[src/design/assert_macros.svh]
// Assertion macros for the RTL files.
// Depends on nothing; included by the top level.
`ifndef ASSERT_MACROS_SVH
`define ASSERT_MACROS_SVH
// Check a property on every clock edge outside reset.
`define ASSERT_CLK(label, clk, rstn, prop, msg) \
  label: assert property (@(posedge clk) disable iff (!rstn) prop) else $error(msg);
// Check an implication on every clock edge outside reset.
`define ASSERT_IMP(label, clk, rstn, ante, cons, msg) \
  label: assert property (@(posedge clk) disable iff (!rstn) (ante) |-> (cons)) else $error(msg);
`endif

[src/design/sceg_divider.sv]
// Restoring divider, one quotient bit per cycle, for the mean scale.
// No dependencies; standalone arithmetic.
module sceg_divider (
  input  logic        clk_i,
  input  logic        rst_ni,
  input  logic        start_i,
  input  logic [39:0] num_i,
  input  logic [39:0] den_i,
  output logic        done_o,
  output logic [39:0] quot_o
);
  logic [39:0] rem_q, rem_d, quot_q, quot_d, den_q;
  logic [5:0]  cnt_q, cnt_d;
  logic        busy_q, busy_d;
  logic [40:0] trial;

  always_comb begin
    rem_d  = rem_q;
    quot_d = quot_q;
    cnt_d  = cnt_q;
    busy_d = busy_q;
    trial  = {rem_q, quot_q[39]} - {1'b0, den_q};
    if (start_i) begin
      rem_d  = '0;
      quot_d = num_i;
      cnt_d  = 6'd40;
      busy_d = 1'b1;
    end else if (busy_q) begin
      // shift one dividend bit in, subtract if it fits
      if (!trial[40]) begin
        rem_d = trial[39:0];
      end else begin
        rem_d = {rem_q[38:0], quot_q[39]};
      end
      quot_d = {quot_q[38:0], ~trial[40]};
      cnt_d  = cnt_q - 6'd1;
      if (cnt_q == 6'd1) begin
        busy_d = 1'b0;
      end
    end
  end

  always_ff @(posedge clk_i or negedge rst_ni) begin
    if (!rst_ni) begin
      busy_q <= 1'b0;
      cnt_q  <= '0;
    end else begin
      busy_q <= busy_d;
      cnt_q  <= cnt_d;
    end
  end

  always_ff @(posedge clk_i) begin
    rem_q  <= rem_d;
    quot_q <= quot_d;
    if (start_i) begin
      den_q <= den_i;
    end
  end

  assign done_o = busy_q && (cnt_q == 6'd1);
  assign quot_o = quot_d;
endmodule

[config.mk]
export PLATFORM = sky130hd
export DESIGN_NAME = sceg_divider
export DESIGN_NICKNAME = d
export VERILOG_FILES = /design/src/design/assert_macros.svh /design/src/design/sceg_divider.sv
export SDC_FILE = /design/constraint.sdc
export NUM_CORES = 1
export LEC_CHECK = 0
export ABC_AREA = 1
export BUFFER_PORTS_ARGS = -buffer_cell sky130_fd_sc_hd__buf_2
export CAP_MARGIN = 20
export CORE_MARGIN = 8
export CORE_UTILIZATION = 62
export DETAILED_ROUTE_END_ITERATION = 8
export PLACE_DENSITY = 0.86
export SYNTH_ARGS = -nofsm -noshare
export SYNTH_HDL_FRONTEND = slang
export SYNTH_SLANG_ARGS = --single-unit
[constraint.sdc]
create_clock -name clk_i -period 6.2 [get_ports clk_i]
set_clock_uncertainty 0.2 [all_clocks]
set_input_delay 0.62 -clock clk_i [delete_from_list [all_inputs] [get_ports clk_i]]
set_output_delay 0.62 -clock clk_i [all_outputs]
set_load 0.02 [all_outputs]
==> flow_metrics.tcl, run 1 <==
set metrics [dict create \
    drive_gt1_frac 0.145 \
    syn_nets 1293 \
    r2r-end "rem_q[38]" \
    crit_type "flop to primary output" \
    total_power_mw 2.18 \
    cp_common_cell "nand2_1" \
    max_freq_mhz 214 \
    grtUsageMet2 0.426 \
    dp.cells 1436 \
    cp_max_fo 39 \
    multiInputGateArea_um2 4080 \
    cts_root_buf "clkbuf_16" \
    fin_cells 1471 \
    use_met3 0.0772 \
    worst_slew_pin_slew_ns 0.992 \
    pwr_density_cell_nw_per_um2 235 \
    cts_buffers 17 \
    worst_hold_path_type "primary input to flop" \
    top_usage_layer "met2" \
    synth_area_per_cell_um2 6.85 \
    synth_cells 1167 \
    final_nets 1412 \
    timing.final.crit_period_ns 4.68 \
    post-dp-hpwl_mm 15.5 \
    antenna_found_initial 0 \
    leakage_nw 5.02 \
    grtUsageMet1 0.300 \
    fin_hold_ws_ns 0.161 \
    antenna-diode-count 0 \
    postCtsSetupBuffers 0 \
    hold_buffers 1 \
    r2r-start "quot_q[39]" \
    place_ws_ns 1.96 \
    yosysSeqAreaShare 0.373 \
    synth-seq-cells 127 \
    die_h_um 130 \
    setup_viol 0 \
    drt_iter0_drc 585 \
    vias_per_cell 5.24 \
    cpPeakStageDelay_ns 0.70 \
    seqCellArea_um2 2980 \
    hold_path_end "den_q[12]" \
    num_vias 7703 \
    cts_max_level 4 \
    hold_viol 0 \
    r2r_slack_ns 2.58 \
    syn_to_final_growth_pct 16.3 \
    die_x_um 130 \
    setup_ws_ns 1.52 \
    cts_buffer_depth 2 \
    crit_slowest_cell "nand2_2" \
    yosys_warnings 0 \
    fill_cells 1041 \
    dieArea_um2 16800 \
    cp.arrival_ns 3.86 \
    crit_required_ns 5.38 \
    utilization 0.736 \
    tns_ns 0 \
    antenna_left 0 \
    cts_resized 0 \
    cts_tree "built" \
    final_area_um2 9290 \
    start_util 0.633 \
    syn_area_um2 7990 \
    core_area_um2 12600 \
    firstDrtPassIters 5 \
    rr_worst_depth 17 \
    drc_errors 0 \
    grt_pass1_wl_mm 34.2 \
    cap_viol_max_count 0 \
    placed_cell_area_um2 8700 \
    vdd_ir_drop_max_uv 227 \
    grt_pass1_vias 7527 \
    grt_max_degree 86 \
    cts_num_sinks 127 \
    status "finished, final reports clean" \
    clk_pin_slew_ns 0.06 \
    fin_crit_sh 0.755 \
    ioPinCount 124 \
    clk_latency_ns 0.43 \
    rows 41 \
    setup.worst_path.start_class "flop" \
    grt_usage 0.255 \
    cp-end-kind "primary output" \
    yosysUniqueCellTypes 37 \
    grt.overflow.total 0 \
    max-slew-margin-rel 0.339 \
    routed_wl_mm 20.8 \
    portBuffers 123 \
    min_from "den_i[12]" \
    hold_path_depth 1 \
    drv_slew 0 \
    gp_congestion 0.964 \
    post_drt_wl_per_cell_um 14.1 \
    path_cells "inv_1 -> ha_1 -> inv_1 -> fa_1 -> nand2_1 -> nand2_1 -> nand3_1 -> nand2_2 -> nand2_1 -> nand3_2 -> nand2_2 -> nand3_1 -> nand2_2 -> nand2_1 -> nand2_1 -> buf_2" \
    rsz0062_at_grt "false" \
]
-- worst max path at each step --
stage | cells after the start | slack [ns] | start | end
3_3_place_gp | 16 | 2.14 | quot_q[39] | quot_o[0]
4_1_cts | 16 | 1.48 | quot_q[39] | quot_o[0]
3_5_place_dp | 16 | 1.96 | quot_q[39] | quot_o[0]
5_1_grt | 16 | 1.16 | quot_q[39] | quot_o[0]
2_1_floorplan | 16 | 3.29 | quot_q[39] | quot_o[0]
6_report | 16 | 1.52 | quot_q[39] | quot_o[0]
-- placed cells by master (no fill, tap or decap), types with 12 or more instances in the layout --
cell type,instances
buf_2,122
a21oi_1,38
nand3_1,63
nand2_1,434
o221ai_1,38
nand3_2,12
nor2_1,78
inv_1,211
nand2_2,13
dfxtp_1,80
o21ai_0,15
xnor2_1,18
ha_1,42
clkbuf_16,18
edfxtp_1,40
-- registers in the layout (all words and copies together) (netlist names) --
name / cells
den_q: 40
quot_q: 40
rem_q: 40
cnt_q: 6
busy_q: 1
-- layer usage --
layer	part of all wire	routed length (µm)
met1	0.43	8920
met3	0.084	1750
met2	0.46	9620
met4	0.023	471
met5	0	0
-- power breakdown --
group	leakage, nW	switching (mW)	total, mW	internal, mW
logic	3.61	0.207	0.316	0.109
registers	1.13	0.0186	0.932	0.914
clock network	0.278	0.386	0.934	0.548
-- final cells by class --
cell class | instances | share of cell area
timing repair buffer | 129 | 0.0733
clock inverter | 11 | 0.00848
tap | 172 | 0.0232
clock buffer | 21 | 0.0508
multi-input combinational | 800 | 0.439
sequential | 127 | 0.320
inverter | 211 | 0.0852
-- worst max-delay path, delay by kind of cell (launching register included) --
kind	cells	cell delay, ns
adders and majority gates	2	0.60
buffers and inverters	3	0.35
DFF	1	0.30
and+or+nand+nor	11	2.16
-- synthesized netlist by cell type, drive strengths merged --
master | instances | area share
nor3 | 4 | 0.0025
fa | 1 | 0.0025
o221ai | 38 | 0.042
nand3b | 3 | 0.0028
ha | 42 | 0.066
nor2 | 83 | 0.040
a21o | 3 | 0.0028
xnor2 | 18 | 0.020
buf | 11 | 0.011
o21a | 3 | 0.0028
o22ai | 1 | 0.00078
edfxtp | 40 | 0.15
nand2 | 447 | 0.21
nand3 | 75 | 0.054
a21boi | 1 | 0.00094
a22oi | 1 | 0.00094
a21oi | 38 | 0.024
a31oi | 3 | 0.0023
dfrtp | 7 | 0.022
clkbuf | 18 | 0.0085
nor4 | 2 | 0.0016
xor2 | 5 | 0.0055
nand4 | 7 | 0.0055
o21bai | 7 | 0.0066
o21ai | 16 | 0.010
dfxtp | 80 | 0.20
and2 | 1 | 0.00078
inv | 211 | 0.099
o211ai | 1 | 0.00094
-- kinds of logic after synthesis --
kind of cell / after synthesis / synth area share
flops: 127 / 0.373
compound gates: 112 / 0.0936
xor+xnor: 23 / 0.0252
buf+inv: 240 / 0.119
simple gates: 622 / 0.322
fa+ha+maj: 43 / 0.0683
Note: power is estimated with default switching activity, not from simulation.
==> run 2, diff against run 1 <==
--- a/config.mk
+++ b/config.mk
@@ -9,9 +9,9 @@
 export BUFFER_PORTS_ARGS = -buffer_cell sky130_fd_sc_hd__buf_2
 export CAP_MARGIN = 20
 export CORE_MARGIN = 8
-export CORE_UTILIZATION = 62
+export CORE_UTILIZATION = 52
 export DETAILED_ROUTE_END_ITERATION = 8
-export PLACE_DENSITY = 0.86
+export PLACE_DENSITY = 0.77
 export SYNTH_ARGS = -nofsm -noshare
 export SYNTH_HDL_FRONTEND = slang
 export SYNTH_SLANG_ARGS = --single-unit
==> constraint.sdc (replaced) <==
create_clock -name clk_i -period 4.3 [get_ports clk_i]
set_clock_uncertainty 0.2 [all_clocks]
set_input_delay 0.43 -clock clk_i [delete_from_list [all_inputs] [get_ports clk_i]]
set_output_delay 0.43 -clock clk_i [all_outputs]
set_load 0.02 [all_outputs]
==> run 2 against run 1 <==
Net effect:
- die area up 17%
- first-iteration DRC count shrank 12%
- clock power up 48%
- setup slack worse by 0.74 ns
- core utilization is 8.9 points lower
- wire length up 0.26%
- global-route usage is 4.1 points lower
- clock-buffer cell count unchanged
- sequential cell count stayed put
- cell area up 5.1%
- hold slack lost 0.14 ns
==> flow_metrics.tcl, run 2 (synthesis gave the netlist of run 1 again) <==
set metrics [dict create \
    cp.arrival_ns 2.89 \
    final_nets 1454 \
    antenna-diode-count 0 \
    cts_num_sinks 127 \
    post-dp-hpwl_mm 15.5 \
    cp_max_fo 11 \
    cp-end-kind "primary output" \
    timing.final.crit_period_ns 3.52 \
    firstDrtPassIters 8 \
    vdd_ir_drop_max_uv 284 \
    grt_max_degree 59 \
    r2r-start "quot_q[39]" \
    hold_viol 0 \
    layout_commonest_cell "nand2_1" \
    drc_errors 0 \
    antenna_left 0 \
    routed_wl_mm 20.8 \
    rows 45 \
    fin_hold_ws_ns 0.0262 \
    cap_viol_max_count 0 \
    die_h_um 140 \
    fin_crit_sh 0.818 \
    drive_gt1_frac 0.141 \
    max-slew-margin-rel 0.581 \
    dieArea_um2 19600 \
    max_freq_mhz 284 \
    clk_pin_slew_ns 0.06 \
    drt_iter0_drc 515 \
    tns_ns 0 \
    crit_type "flop to primary output" \
    crit_required_ns 3.67 \
    top_regs "den_q x40, quot_q x40, rem_q x40" \
    cts_buffer_depth 2 \
    min_from "num_i[30]" \
    startpoint "quot_q[39]" \
    post_drt_wl_per_cell_um 13.6 \
    setup.worst_path.start_class "flop" \
    cts_root_buf "clkbuf_16" \
    layout_common_cells "434 x nand2_1, 211 x inv_1, 122 x buf_2" \
    gp_congestion 0.939 \
    portBuffers 123 \
    antenna_found_initial 0 \
    cts_resized 0 \
    start_util 0.530 \
    cts_max_level 4 \
    die_x_um 140 \
    drv_slew 0 \
    cts_buffers 17 \
    worst_slew_pin_slew_ns 0.627 \
    grt_usage 0.214 \
    grt_pass1_vias 7684 \
    clk_latency_ns 0.43 \
    num_vias 7776 \
    cts_tree "built" \
    core_area_um2 15100 \
    grt_pass1_wl_mm 34.9 \
    setup_viol 0 \
    status "finished, final reports clean" \
    hold_buffers 41 \
    postCtsSetupBuffers 0 \
    syn_to_final_growth_pct 22.2 \
    vias_per_cell 5.09 \
    leakage_nw 5.21 \
    worst_hold_path_type "primary input to flop" \
    pwr_density_cell_nw_per_um2 328 \
    ioPinCount 124 \
    rsz0062_at_grt "false" \
    grt.overflow.total 0 \
]
==> run 2: worst max-delay path, stage by stage, from the launching register on <==
cell	delay, ns
dfxtp_1	0.30
inv_1	0.08
ha_1	0.15
inv_1	0.06
fa_1	0.42
nand2_1	0.08
nand2_1	0.06
nand3_1	0.09
nand2_2	0.09
nand2_1	0.08
nand3_2	0.10
nand2_2	0.10
nand3_1	0.11
nand2_2	0.10
nand2_1	0.26
nand2_1	0.20
buf_2	0.19
==> run 2: final timing paths <==
path,slack [ns],end,depth (start not counted)
setup / recovery,0.78,quot_o[0],16
hold / removal,0.03,quot_q[30],3
setup reg to reg,1.35,rem_q[9],17
hold reg to reg,0.27,rem_q[38],2
max in group asynchronous,3.57,cnt_q[2],2
min in group asynchronous,0.17,cnt_q[1],2
==> run 2: where the power goes <==
part           switching (mW)  internal, mW
logic                   0.301         0.182
registers              0.0254          1.32
clock network           0.562         0.816
==> run 2: per-stage QoR <==
stage | utilization | area, µm² | power (mW) | worst slack [ns] | std cells
floorplan | - | 7990 | 1.66 | 1.58 | 1167
global placement | 0.578 | 8730 | 1.80 | 1.22 | 1453
detailed placement | 0.580 | 8760 | 1.81 | 1.12 | 1454
CTS | 0.644 | 9720 | 3.22 | 0.757 | 1527
global route | 0.647 | 9760 | 3.33 | 0.480 | 1529
finish | 0.647 | 9760 | 3.20 | 0.784 | 1529
==> run 2: final cells by class <==
| cell class | count | area (µm²) |
|---|---|---|
| Multi-Input combinational cell | 800 | 4080 |
| Clock buffer | 21 | 450 |
| Inverter | 211 | 792 |
| Timing Repair Buffer | 171 | 1130 |
| Sequential cell | 127 | 2980 |
| Fill cell | 1377 | 5330 |
| Clock inverter | 11 | 105 |
| Tap cell | 188 | 235 |
==> run 2: routing by layer <==
layer | wire (µm) | vias to the layer above | track usage | part of all wire
met5 | 0 | - | 0 | 0
met3 | 1640 | 33 | 0.0683 | 0.079
met1 | 9320 | 3466 | 0.259 | 0.45
li1 | - | 4001 | - | -
met2 | 9490 | 276 | 0.352 | 0.46
met4 | 373 | 0 | 0.0726 | 0.018
==> run 3, diff against run 2 <==
==> constraint.sdc (replaced) <==
create_clock -name clk_i -period 3.21 [get_ports clk_i]
set_clock_uncertainty 0.2 [all_clocks]
set_input_delay 0.321 -clock clk_i [delete_from_list [all_inputs] [get_ports clk_i]]
set_output_delay 0.321 -clock clk_i [all_outputs]
set_load 0.02 [all_outputs]
==> run 3 against run 2 <==
Net effect:
- wire length up 9.7%
- first-iteration DRC count fell by 6.6%
- sequential share of layout area fell by 1.3 points
- clock-buffer cell count decreased by 2
- combinational power up 47%
- critical path depth unchanged
- register-to-register slack worse by 0.72 ns
- cell area increased by 4.5%
- hold slack improved by 0.054 ns
- clock power rose by 38%
==> flow_metrics.tcl, run 3 (synthesis gave the netlist of run 1 again) <==
set metrics [dict create \
    grt.overflow.total 0 \
    cts_root_buf "clkbuf_16" \
    top_regs "den_q x40, quot_q x40, rem_q x40" \
    hold_viol 0 \
    firstDrtPassIters 5 \
    cts_max_level 4 \
    cts_num_sinks 127 \
    final_nets 1498 \
    timing.final.crit_period_ns 2.98 \
    start_util 0.530 \
    grt_pass1_vias 8096 \
    die_h_um 140 \
    grt_usage 0.238 \
    tns_ns 0 \
    place_ws_ns 0.520 \
    max-slew-margin-rel 0.542 \
    cts_tree "built" \
    drt_iter0_drc 481 \
    worst_hold_path_type "primary input to asynchronous set/reset pin" \
    leakage_nw 5.40 \
    crit_buf_inv 3 \
    cts_buffers 17 \
    utilization 0.676 \
    pwr_density_cell_nw_per_um2 432 \
    layout_common_cells "430 x nand2_1, 209 x inv_1, 121 x buf_2" \
    setup.worst_path.start_class "flop" \
    crit_slowest_cell "fa_2" \
    drive_gt1_frac 0.149 \
    use_met3 0.0856 \
    cp-end-kind "primary output" \
    r2r_slack_ns 0.63 \
    vias_per_cell 5.14 \
    clk_pin_slew_ns 0.07 \
    setup_viol 0 \
    syn_to_final_growth_pct 27.7 \
    cpPeakStageDelay_ns 0.38 \
    r2r-end "rem_q[29]" \
    vdd_ir_drop_max_uv 373 \
    rr_worst_depth 17 \
    antenna-diode-count 0 \
    rows 45 \
    routed_wl_mm 22.8 \
    portBuffers 123 \
    max_freq_mhz 336 \
    fin_hold_ws_ns 0.0803 \
    post_drt_wl_per_cell_um 14.5 \
    crit_type "flop to primary output" \
    r2r-start "quot_q[39]" \
    worst_slew_pin_slew_ns 0.687 \
    ioPinCount 124 \
    fin_crit_sh 0.928 \
    grt_max_degree 63 \
    top_usage_layer "met2" \
    layout_commonest_cell "nand2_1" \
    antenna_found_initial 0 \
    cp_common_cell "nand2_2" \
    antenna_left 0 \
    grtUsageMet2 0.400 \
    post-dp-hpwl_mm 15.6 \
    clk_latency_ns 0.44 \
    die_x_um 140 \
    path_cells "inv_2 -> ha_1 -> inv_2 -> fa_2 -> nand2_1 -> nand2_1 -> nand3_1 -> nand2_2 -> nand2_2 -> nand3_2 -> nand2_2 -> nand3_1 -> nand2_2 -> nand2_2 -> nand2_2 -> buf_6" \
    drv_slew 0 \
    setup_ws_ns 0.232 \
    drc_errors 0 \
    grt_pass1_wl_mm 38.2 \
    gp_congestion 0.973 \
    crit_family "simple AND/OR/NAND/NOR gates" \
    core_area_um2 15100 \
    cp.arrival_ns 2.46 \
    crit_required_ns 2.69 \
    status "finished, final reports clean" \
    dieArea_um2 19600 \
    cap_viol_max_count 0 \
    cp_max_fo 4 \
    rsz0062_at_grt "false" \
    num_vias 8079 \
    cts_buffer_depth 2 \
    grtUsageMet1 0.270 \
]
[run 3: worst reg2reg max path: cells and delay by family, from the launching register on]
| family | cells | cell delay (ns) |
|---|---|---|
| adders and majority gates | 2 | 0.53 |
| and+or+nand+nor | 12 | 1.01 |
| DFF | 1 | 0.31 |
| buffers and inverters | 3 | 0.40 |
[run 3: worst max path at each step]
stage          startpoint        end  slack (ns)  cells after the start
2_1_floorplan  quot_q[39]  quot_o[0]        0.60                     16
3_3_place_gp   quot_q[39]  quot_o[0]        0.57                     16
3_5_place_dp   quot_q[39]  quot_o[0]        0.52                     16
6_report       quot_q[39]  quot_o[0]        0.23                     16
4_1_cts        quot_q[39]  quot_o[0]        0.04                     16
5_1_grt         den_q[20]  quot_o[0]       0.003                     15
[run 3: layer usage]
layer	wire, µm	part of all wire	up-vias
met2	10500	0.46	310
met5	0	0	-
met4	599	0.026	0
met1	9840	0.43	3626
met3	1880	0.082	54
li1	-	-	4089
[run 3: cell type report]
type,count,area [µm²]
Clock buffer,19,464
Clock inverter,13,113
Fill cell,1279,4880
Inverter,211,792
Multi-Input combinational cell,800,4110
Sequential cell,127,2980
Tap cell,188,235
Timing Repair Buffer,215,1520
[run 3: through the flow]
| step | total power [mW] | cells | instance area, µm² |
|---|---|---|---|
| final | 4.41 | 1573 | 10200 |
| after global routing | 4.59 | 1573 | 10200 |
| after CTS | 4.40 | 1572 | 10200 |
| after detailed placement | 2.43 | 1459 | 8770 |
| after global placement | 2.42 | 1459 | 8770 |
| after floorplan | 2.23 | 1167 | 7990 |
[run 3: timing repair]
item,4_1_cts,5_1_grt
endpoints found under the hold margin,87,0
resized for setup,0,14
hold buffers,81,0
setup buffers,0,1
setup endpoints to repair,0,1
[run 3: power by group]
group / total (mW) / leakage (nW) / internal (mW) / switching (mW)
combinational: 0.708 / 3.97 / 0.277 / 0.431
clock: 1.90 / 0.290 / 1.08 / 0.815
sequential: 1.80 / 1.13 / 1.76 / 0.0386
total: 4.41 / 5.40 / 3.12 / 1.28
